### src/hw/rtl/dcpi_pkg.sv
// Types and constants for the DC motor PI position loop.
package dcpi_pkg;

   localparam int COUNT_WIDTH_DEF = 24;
   localparam int GAIN_FRAC_DEF   = 8;

   localparam int REQ_TDATA_W = 40;
   localparam int RSP_TDATA_W = 64;
   localparam int CSR_ADDR_W  = 3;
   localparam int CSR_DATA_W  = 23;

   // request kinds carried on req_tuser
   typedef enum logic [2:0] {
      REQ_START = 3'd0,
      REQ_EDGE  = 3'd1,
      REQ_TICK  = 3'd2,
      REQ_DUTY  = 3'd3,
      REQ_STOP  = 3'd4
   } req_kind_type;

   // configuration register indexes
   typedef enum logic [CSR_ADDR_W-1:0] {
      CSR_PROP_GAIN  = 3'd0,
      CSR_INTEG_GAIN = 3'd1,
      CSR_INT_LIMIT  = 3'd2,
      CSR_MIN_DUTY   = 3'd3,
      CSR_MAX_DUTY   = 3'd4,
      CSR_DEAD_BAND  = 3'd5
   } csr_index_type;

   localparam logic [15:0] PROP_GAIN_RST  = 16'd256;
   localparam logic [15:0] INTEG_GAIN_RST = 16'd0;
   localparam logic [22:0] INT_LIMIT_RST  = 23'd1000;
   localparam logic [7:0]  MIN_DUTY_RST   = 8'd0;
   localparam logic [7:0]  MAX_DUTY_RST   = 8'd255;
   localparam logic [7:0]  DEAD_BAND_RST  = 8'd2;

   // request payload, lowest field in the lowest bits
   typedef struct packed {
      logic [6:0]         pad;
      logic               direction_in;
      logic [7:0]         duty_in;
      logic signed [23:0] target_pulses;
   } req_data_type;

   // status payload, lowest field in the lowest bits
   typedef struct packed {
      logic [4:0]         pad;
      logic signed [23:0] integral_out;
      logic signed [23:0] pulses_left;
      logic               move_done;
      logic               drive_enabled;
      logic               reverse_out;
      logic [7:0]         duty_out;
   } rsp_data_type;

endpackage

### src/hw/rtl/dc_motor_pi_position_loop.sv
// DC motor position loop: request decode, PI tick datapath and status output.
//
// Each request transfer (start move, encoder edge, control tick, set duty, stop;
// kind on req_tuser) returns exactly one status transfer holding the state
// after that request. One request is taken every clock cycle unless the output
// stalls; it passes the input register, then the status register. The critical
// path is the control tick: integral add and clamp, the two gain multiplies in
// parallel, their sum, magnitude, fraction shift and duty clamp all settle
// before the loop state updates, so the next request sees the updated state.
// The input register takes one request while a status waits on rsp_tready; a
// full one with a stalled output drops req_tready. Configuration writes
// on the csr port take effect at once and are meant to happen while idle.
// Gains are unsigned with GAIN_FRAC_BITS fraction bits; the loop count is a
// signed COUNT_WIDTH value, reported sign-extended or truncated to 24 bits.
module dc_motor_pi_position_loop #(
   parameter int COUNT_WIDTH    = dcpi_pkg::COUNT_WIDTH_DEF,
   parameter int GAIN_FRAC_BITS = dcpi_pkg::GAIN_FRAC_DEF
) (
   input  logic                               clock,
   input  logic                               reset,
   // request channel
   input  logic                               req_tvalid,
   output logic                               req_tready,
   // tdata: target_pulses[23:0], duty_in[31:24], direction_in[32], zero pad
   input  logic [dcpi_pkg::REQ_TDATA_W-1:0]   req_tdata,
   // tuser: req_type[2:0]
   input  logic [2:0]                         req_tuser,
   // status channel
   output logic                               rsp_tvalid,
   input  logic                               rsp_tready,
   // tdata: duty_out[7:0], reverse_out[8], drive_enabled[9], move_done[10],
   //        pulses_left[34:11], integral_out[58:35], zero pad
   output logic [dcpi_pkg::RSP_TDATA_W-1:0]   rsp_tdata,
   // configuration write port
   input  logic                               csr_we,
   input  logic [dcpi_pkg::CSR_ADDR_W-1:0]    csr_addr,
   input  logic [dcpi_pkg::CSR_DATA_W-1:0]    csr_wdata
);

   localparam int CW = COUNT_WIDTH;
   localparam int PW = CW + 17;                  // gain (17b signed) x count
   localparam int UW = CW + 18;                  // sum of two products
   localparam int XW = (CW > 24) ? CW + 1 : 25;  // compare width vs 24b values

   localparam logic signed [CW-1:0] CNT_MAX = {1'b0, {(CW-1){1'b1}}};
   localparam logic signed [CW-1:0] CNT_MIN = {1'b1, {(CW-1){1'b0}}};

   // ---------------------------------------------------------------- config
   logic [15:0] prop_gain_ff, integ_gain_ff;
   logic [22:0] int_limit_ff;
   logic [7:0]  min_duty_ff, max_duty_ff, dead_band_ff;

   always_ff @(posedge clock) begin
      if (reset) begin
         prop_gain_ff  <= dcpi_pkg::PROP_GAIN_RST;
         integ_gain_ff <= dcpi_pkg::INTEG_GAIN_RST;
         int_limit_ff  <= dcpi_pkg::INT_LIMIT_RST;
         min_duty_ff   <= dcpi_pkg::MIN_DUTY_RST;
         max_duty_ff   <= dcpi_pkg::MAX_DUTY_RST;
         dead_band_ff  <= dcpi_pkg::DEAD_BAND_RST;
      end else if (csr_we) begin
         case (csr_addr)
            dcpi_pkg::CSR_PROP_GAIN:  prop_gain_ff  <= csr_wdata[15:0];
            dcpi_pkg::CSR_INTEG_GAIN: integ_gain_ff <= csr_wdata[15:0];
            dcpi_pkg::CSR_INT_LIMIT:  int_limit_ff  <= csr_wdata[22:0];
            dcpi_pkg::CSR_MIN_DUTY:   min_duty_ff   <= csr_wdata[7:0];
            dcpi_pkg::CSR_MAX_DUTY:   max_duty_ff   <= csr_wdata[7:0];
            dcpi_pkg::CSR_DEAD_BAND:  dead_band_ff  <= csr_wdata[7:0];
            default: ;   // writes past the register list are dropped
         endcase
      end
   end

   // ---------------------------------------------------------- input stage
   dcpi_pkg::req_data_type req_data;
   logic                   in_valid_ff, in_valid_in;
   logic [2:0]             in_kind_ff;
   logic signed [23:0]     in_target_ff;
   logic [7:0]             in_duty_ff;
   logic                   in_dir_ff;
   logic                   rsp_valid_ff, rsp_valid_in;
   logic                   advance, req_take;

   assign req_data   = dcpi_pkg::req_data_type'(req_tdata);
   // the held request moves on when the status register is free or draining
   assign advance    = in_valid_ff && (!rsp_valid_ff || rsp_tready);
   assign req_tready = !in_valid_ff || advance;
   assign req_take   = req_tvalid && req_tready;

   always_comb begin
      if (req_take)     in_valid_in = 1'b1;
      else if (advance) in_valid_in = 1'b0;
      else              in_valid_in = in_valid_ff;
   end

   always_ff @(posedge clock) begin
      if (reset) begin
         in_valid_ff <= 1'b0;
      end else begin
         in_valid_ff <= in_valid_in;
      end
   end

   always_ff @(posedge clock) begin
      if (req_take) begin
         in_kind_ff   <= req_tuser;
         in_target_ff <= req_data.target_pulses;
         in_duty_ff   <= req_data.duty_in;
         in_dir_ff    <= req_data.direction_in;
      end
   end

   // ----------------------------------------------------------- loop state
   logic signed [CW-1:0] remaining_ff, remaining_in;
   logic signed [CW-1:0] integral_ff, integral_in;
   logic                 reverse_ff, reverse_in;
   logic                 done_ff, done_in;
   logic [7:0]           duty_reg_ff, duty_reg_in;
   logic                 enable_ff, enable_in;

   // start: saturate the 24b target into the count range
   logic signed [XW-1:0] tgt_x;
   logic signed [CW-1:0] tgt_sat;

   always_comb begin
      tgt_x = XW'(in_target_ff);
      if (tgt_x > XW'(CNT_MAX))      tgt_sat = CNT_MAX;
      else if (tgt_x < XW'(CNT_MIN)) tgt_sat = CNT_MIN;
      else                           tgt_sat = CW'(tgt_x);
   end

   // encoder edge: step the count down when driving forward, up in reverse, saturating
   logic signed [CW:0]   edge_x;
   logic signed [CW-1:0] edge_cnt;

   always_comb begin
      if (reverse_ff) edge_x = (CW+1)'(remaining_ff) + (CW+1)'(1);
      else            edge_x = (CW+1)'(remaining_ff) - (CW+1)'(1);
      if (edge_x > (CW+1)'(CNT_MAX))      edge_cnt = CNT_MAX;
      else if (edge_x < (CW+1)'(CNT_MIN)) edge_cnt = CNT_MIN;
      else                                edge_cnt = CW'(edge_x);
   end

   // control tick: integral update and clamp
   logic signed [XW-1:0] lim_x;
   logic signed [CW:0]   lim_w;
   logic signed [CW:0]   isum_x;
   logic signed [CW-1:0] isum_new;

   always_comb begin
      lim_x = XW'($signed({1'b0, int_limit_ff}));
      if (lim_x > XW'(CNT_MAX)) lim_w = (CW+1)'(CNT_MAX);
      else                      lim_w = (CW+1)'(lim_x);
      isum_x = (CW+1)'(integral_ff) + (CW+1)'(remaining_ff);
      if (isum_x > lim_w)       isum_new = CW'(lim_w);
      else if (isum_x < -lim_w) isum_new = CW'(-lim_w);
      else                      isum_new = CW'(isum_x);
   end

   // control tick: PI sum, sign, magnitude, duty clamp
   logic signed [16:0]   kp_s, ki_s;
   logic signed [PW-1:0] prod_p, prod_i;
   logic signed [UW-1:0] u_sum;
   logic [UW-1:0]        mag, mag_sh;
   logic [7:0]           tick_duty;
   logic [CW:0]          abs_rem;
   logic                 in_band;

   always_comb begin
      kp_s   = $signed({1'b0, prop_gain_ff});
      ki_s   = $signed({1'b0, integ_gain_ff});
      prod_p = kp_s * remaining_ff;
      prod_i = ki_s * isum_new;
      u_sum  = UW'(prod_p) + UW'(prod_i);
      mag    = u_sum[UW-1] ? UW'(-u_sum) : UW'(u_sum);
      mag_sh = mag >> GAIN_FRAC_BITS;
      // min test first: with min above max the min wins below min
      if (mag_sh < UW'(min_duty_ff))      tick_duty = min_duty_ff;
      else if (mag_sh > UW'(max_duty_ff)) tick_duty = max_duty_ff;
      else                                tick_duty = mag_sh[7:0];
      if (remaining_ff[CW-1]) abs_rem = -((CW+1)'(remaining_ff));
      else                    abs_rem = (CW+1)'(remaining_ff);
      in_band = abs_rem <= (CW+1)'(dead_band_ff);
   end

   // next state per request kind
   always_comb begin
      remaining_in = remaining_ff;
      integral_in  = integral_ff;
      reverse_in   = reverse_ff;
      done_in      = done_ff;
      duty_reg_in  = duty_reg_ff;
      enable_in    = enable_ff;
      case (in_kind_ff)
         dcpi_pkg::REQ_START: begin
            remaining_in = tgt_sat;
            duty_reg_in  = in_duty_ff;
            reverse_in   = in_dir_ff;
            enable_in    = 1'b1;
            done_in      = 1'b0;
         end
         dcpi_pkg::REQ_EDGE: begin
            remaining_in = edge_cnt;
         end
         dcpi_pkg::REQ_TICK: begin
            if (!done_ff) begin
               reverse_in  = u_sum[UW-1];
               duty_reg_in = tick_duty;
               if (in_band) begin
                  done_in     = 1'b1;
                  enable_in   = 1'b0;
                  integral_in = '0;
               end else begin
                  integral_in = isum_new;
               end
            end
         end
         dcpi_pkg::REQ_DUTY: begin
            duty_reg_in = in_duty_ff;
         end
         dcpi_pkg::REQ_STOP: begin
            enable_in = 1'b0;
         end
         default: ;   // unknown kinds only report status
      endcase
   end

   always_ff @(posedge clock) begin
      if (reset) begin
         remaining_ff <= '0;
         integral_ff  <= '0;
         reverse_ff   <= 1'b0;
         done_ff      <= 1'b0;
         duty_reg_ff  <= '0;
         enable_ff    <= 1'b0;
      end else if (advance) begin
         remaining_ff <= remaining_in;
         integral_ff  <= integral_in;
         reverse_ff   <= reverse_in;
         done_ff      <= done_in;
         duty_reg_ff  <= duty_reg_in;
         enable_ff    <= enable_in;
      end
   end

   // --------------------------------------------------------- status stage
   dcpi_pkg::rsp_data_type rsp_data_ff, rsp_data_in;

   always_comb begin
      rsp_data_in               = '0;
      rsp_data_in.duty_out      = duty_reg_in;
      rsp_data_in.reverse_out   = reverse_in;
      rsp_data_in.drive_enabled = enable_in;
      rsp_data_in.move_done     = done_in;
      rsp_data_in.pulses_left   = 24'(remaining_in);
      rsp_data_in.integral_out  = 24'(integral_in);
   end

   always_comb begin
      if (advance)         rsp_valid_in = 1'b1;
      else if (rsp_tready) rsp_valid_in = 1'b0;
      else                 rsp_valid_in = rsp_valid_ff;
   end

   always_ff @(posedge clock) begin
      if (reset) begin
         rsp_valid_ff <= 1'b0;
      end else begin
         rsp_valid_ff <= rsp_valid_in;
      end
   end

   always_ff @(posedge clock) begin
      if (advance) begin
         rsp_data_ff <= rsp_data_in;
      end
   end

   assign rsp_tvalid = rsp_valid_ff;
   assign rsp_tdata  = dcpi_pkg::RSP_TDATA_W'(rsp_data_ff);

endmodule

### config.mk
export PLATFORM = sky130hd
export DESIGN_NAME = dc_motor_pi_position_loop
export DESIGN_NICKNAME = d
export VERILOG_FILES = /design/src/hw/rtl/dcpi_pkg.sv /design/src/hw/rtl/dc_motor_pi_position_loop.sv
export SDC_FILE = /design/constraint.sdc
export NUM_CORES = 2
export LEC_CHECK = 0
export ABC_CLOCK_PERIOD_IN_PS = 40300
export BUFFER_PORTS_ARGS = -buffer_cell sky130_fd_sc_hd__buf_4
export CORE_MARGIN = 5
export CORE_UTILIZATION = 25
export CTS_CLUSTER_DIAMETER = 120
export DETAILED_ROUTE_END_ITERATION = 7
export PLACE_DENSITY = 0.38
export SLEW_MARGIN = 20
export SYNTH_ARGS = -nofsm -noshare
export SYNTH_HDL_FRONTEND = slang
export SYNTH_SLANG_ARGS = --single-unit
### constraint.sdc
create_clock -name clock -period 40.3 [get_ports clock]
set_clock_uncertainty 0.2 [all_clocks]
set_input_delay 0 -clock clock [delete_from_list [all_inputs] [get_ports clock]]
set_output_delay 0 -clock clock [all_outputs]
set_load 0.1 [all_outputs]
==> flow_summary.json <==
{
  "drive_gt1_share_pct": 6.46,
  "period_share_pct": 44.3,
  "die-width_um": 429,
  "rrSetupSlack_ns": 22.46,
  "ys_types": 95,
  "cp_common_cell": "fa_1",
  "r2r_end": "rsp_tdata[6]$_DFFE_PP_",
  "cts_htree_levels": 1,
  "synth_area_mm2": 0.0440,
  "grt_usage_pct": 16.6,
  "synth_flop_cell": "dfxtp_1",
  "cap_violations": 0,
  "synth_warnings": 0,
  "drv_slew": 0,
  "setup_viol_count_final": 0,
  "root_buffer": "clkbuf_16",
  "final_common_cell": "inv_1",
  "core_area_mm2": 0.176,
  "wl_per_cell_um": 20.6,
  "clock_sinks": 235,
  "synth-edff-count": 95,
  "placed_cells": 7251,
  "worst_ep_arrival_time_ns": 17.92,
  "hp-class": "input port to flop",
  "grt_overflow_total": 0,
  "syn_inst": 4924,
  "grt_max_degree": 66,
  "grt_antenna_before_repair": 4,
  "crit_path_max_incr_delay_ns": 0.65,
  "max_slew_margin_pct": 22.6,
  "via_per_inst": 4.56,
  "routed_wl_um": 153000,
  "fmax_mhz": 56.1,
  "fin_nets": 6252,
  "powerDensity_mw_per_mm2": 21.6,
  "holdWs_ns": 0.0552,
  "final_util_pct": 28.3,
  "rows": 154,
  "gp_congestion": 0.808,
  "initial_utilization_pct": 25.1,
  "fp.dieH_um": 429,
  "grt_pass1_vias": 36400,
  "path_class": "flop to flop",
  "die_area_mm2": 0.184,
  "synth.avg_cell_area_um2": 8.93,
  "hold_end": "int_limit_ff[10]$_SDFFE_PP0P_",
  "worstPathMaxFanout": 34,
  "cellLeakagePower_nw": 23.7,
  "syn_to_final_growth_pct": 13.0,
  "async_reset_ff_share_pct": 0,
  "vias": 33800,
  "drt.antenna.violating_nets": 0,
  "io_buffers": 127,
  "min_path_cells": 4,
  "rsz0062_at_grt": "false",
  "ff2ff_path_depth": 58,
  "clk_latency_ns": 0.60,
  "grt_pass1_wl_um": 237000,
  "dr.pass1.iters": 5,
  "layout_common_cells": "inv_1 (1025), fa_1 (836), nand2_1 (727)",
  "min_from": "csr_wdata[10]",
  "ys_seq_area_share_pct": 12.9,
  "cts-buffers-inserted": 25,
  "clockBufferDepth": 3,
  "end_kind": "flop",
  "min_period_ns": 17.84,
  "status": "complete, no violations",
  "hold_viol_final": 0,
  "fin_cells": 7416,
  "drtIter0Drc": 2219,
  "timing.setup.tns_ns": 0,
  "hpwl_um": 124000,
  "rr_startpoint": "remaining_ff[0]$_SDFFE_PP0P_",
  "worst_pin_slew_ns": 1.16,
  "critPathLaunchType": "flop",
  "cts_tree": "built",
  "cp.required_ns": 40.38,
  "drcViolationCount": 0,
  "ys_ff_latch": 235,
  "path_clk_slew_ns": 0.07,
  "boundaryPins": 140,
  "vdd_drop_max_mv": 0.0263,
  "critical-path-slowest-cell": "and2_1"
}
-- worst max-delay path: cells and delay by family, from the launching register on --
kind                     cells  cell delay (ns)
AO/OA/AOI/OAI               23             6.07
XOR/XNOR                     3             0.92
adder cells (fa/ha/maj)     13             6.02
buffers and inverters        6             1.19
flip-flops                   1             0.32
multiplexers                 1             0.44
AND/OR/NAND/NOR             12             2.31
-- cells in the mapped netlist, types with 12 or more instances --
cell type,count,share of area [%]
inv_1,1025,8.7
fa_1,836,38
nand2_1,727,6.2
and2_1,288,4.1
ha_1,286,8.1
clkbuf_1,218,1.9
a21oi_1,172,2.0
dfxtp_1,140,6.4
nor2_1,113,0.96
edfxtp_1,95,6.5
xnor2_1,84,1.7
o21ai_0,82,0.93
and3_1,80,1.1
nor3_1,52,0.59
a21o_1,45,0.77
nand3_1,41,0.47
a22oi_1,40,0.68
a22o_1,36,0.72
nor2b_1,34,0.48
xor2_1,34,0.68
nand2b_1,33,0.47
o21a_1,33,0.56
mux2i_1,27,0.61
o31ai_1,27,0.46
nand4_1,23,0.33
o211ai_1,22,0.38
or3_1,21,0.30
o21bai_1,19,0.32
a211oi_1,18,0.31
nand3b_1,16,0.27
nor4_1,16,0.23
a31oi_1,15,0.21
a32oi_1,14,0.28
a211o_1,12,0.24
a21boi_0,12,0.20
a311oi_1,12,0.24
o22ai_1,12,0.17
-- how the worst max path moves through the flow --
| stage | endpoint | slack, ns | from | cells past startpoint |
|---|---|---|---|---|
| final | rsp_tdata[6]$_DFFE_PP_ | 22.46 | remaining_ff[0]$_SDFFE_PP0P_ | 58 |
| after global routing | rsp_tdata[6]$_DFFE_PP_ | 21.44 | remaining_ff[0]$_SDFFE_PP0P_ | 58 |
| after CTS | rsp_tdata[6]$_DFFE_PP_ | 22.40 | remaining_ff[0]$_SDFFE_PP0P_ | 58 |
| after detailed placement | rsp_tdata[6]$_DFFE_PP_ | 22.46 | remaining_ff[0]$_SDFFE_PP0P_ | 58 |
| after global placement | rsp_tdata[6]$_DFFE_PP_ | 22.48 | remaining_ff[0]$_SDFFE_PP0P_ | 59 |
| after floorplan | rsp_tdata[6]$_DFFE_PP_ | 25.79 | remaining_ff[0]$_SDFFE_PP0P_ | 63 |
-- flip-flops by register name (all words and copies together) (netlist names), 16 cells and up --
| register | count |
|---|---|
| prop_gain_ff | 16 |
| int_limit_ff | 23 |
| integral_ff | 24 |
| in_target_ff | 24 |
| rsp_tdata | 59 |
| integ_gain_ff | 16 |
| remaining_ff | 24 |
-- stage by stage --
| stage | cell area [um^2] | worst slack (ns) | total power, mW |
|---|---|---|---|
| final | 49700 | 22.46 | 1.07 |
| after global placement | 47700 | 22.48 | 0.835 |
| after global routing | 49700 | 21.44 | 1.14 |
| after detailed placement | 47700 | 22.46 | 0.833 |
| after CTS | 49700 | 22.40 | 1.09 |
| after floorplan | 44000 | 25.79 | 0.613 |
-- layout make-up --
class / count / area, um^2
Antenna cell: 1 / 2.50
Clock buffer: 34 / 689
Clock inverter: 12 / 85.1
Fill cell: 18800 / 126000
Inverter: 1026 / 3850
Multi-Input combinational cell: 3427 / 33600
Sequential cell: 235 / 5660
Tap cell: 2340 / 2930
Timing Repair Buffer: 341 / 2860
-- metal layers --
layer	vias up	routed length (um)	track usage [%]
met5	-	12	0
met2	618	66300	25.6
li1	15700	-	-
met3	105	6700	2.17
met1	17500	76800	25.3
met4	2	2660	2.55
-- where the power goes --
group          internal [mW]  total (mW)  switching (mW)
logic                  0.178       0.570           0.392
registers              0.260       0.267         0.00752
clock network          0.121       0.234           0.113
total                  0.559        1.07           0.513
-- logic make-up after synthesis --
group | count (synthesis) | synth area share [%]
AND/OR/NAND/NOR | 1496 | 16.7
buffers and inverters | 1266 | 10.9
adder cells (fa/ha/maj) | 1122 | 46.2
AO/OA/AOI/OAI | 651 | 10.2
flip-flops | 235 | 12.9
XOR/XNOR | 118 | 2.35
multiplexers | 35 | 0.819
other | 1 | 0.00852
-- repair_timing --
action	in CTS	in global routing
hold buffers	118	0
setup buffers	0	0
hold endpoints to repair	136	0
resized for setup	0	0
(Power assumes the default switching activity.)
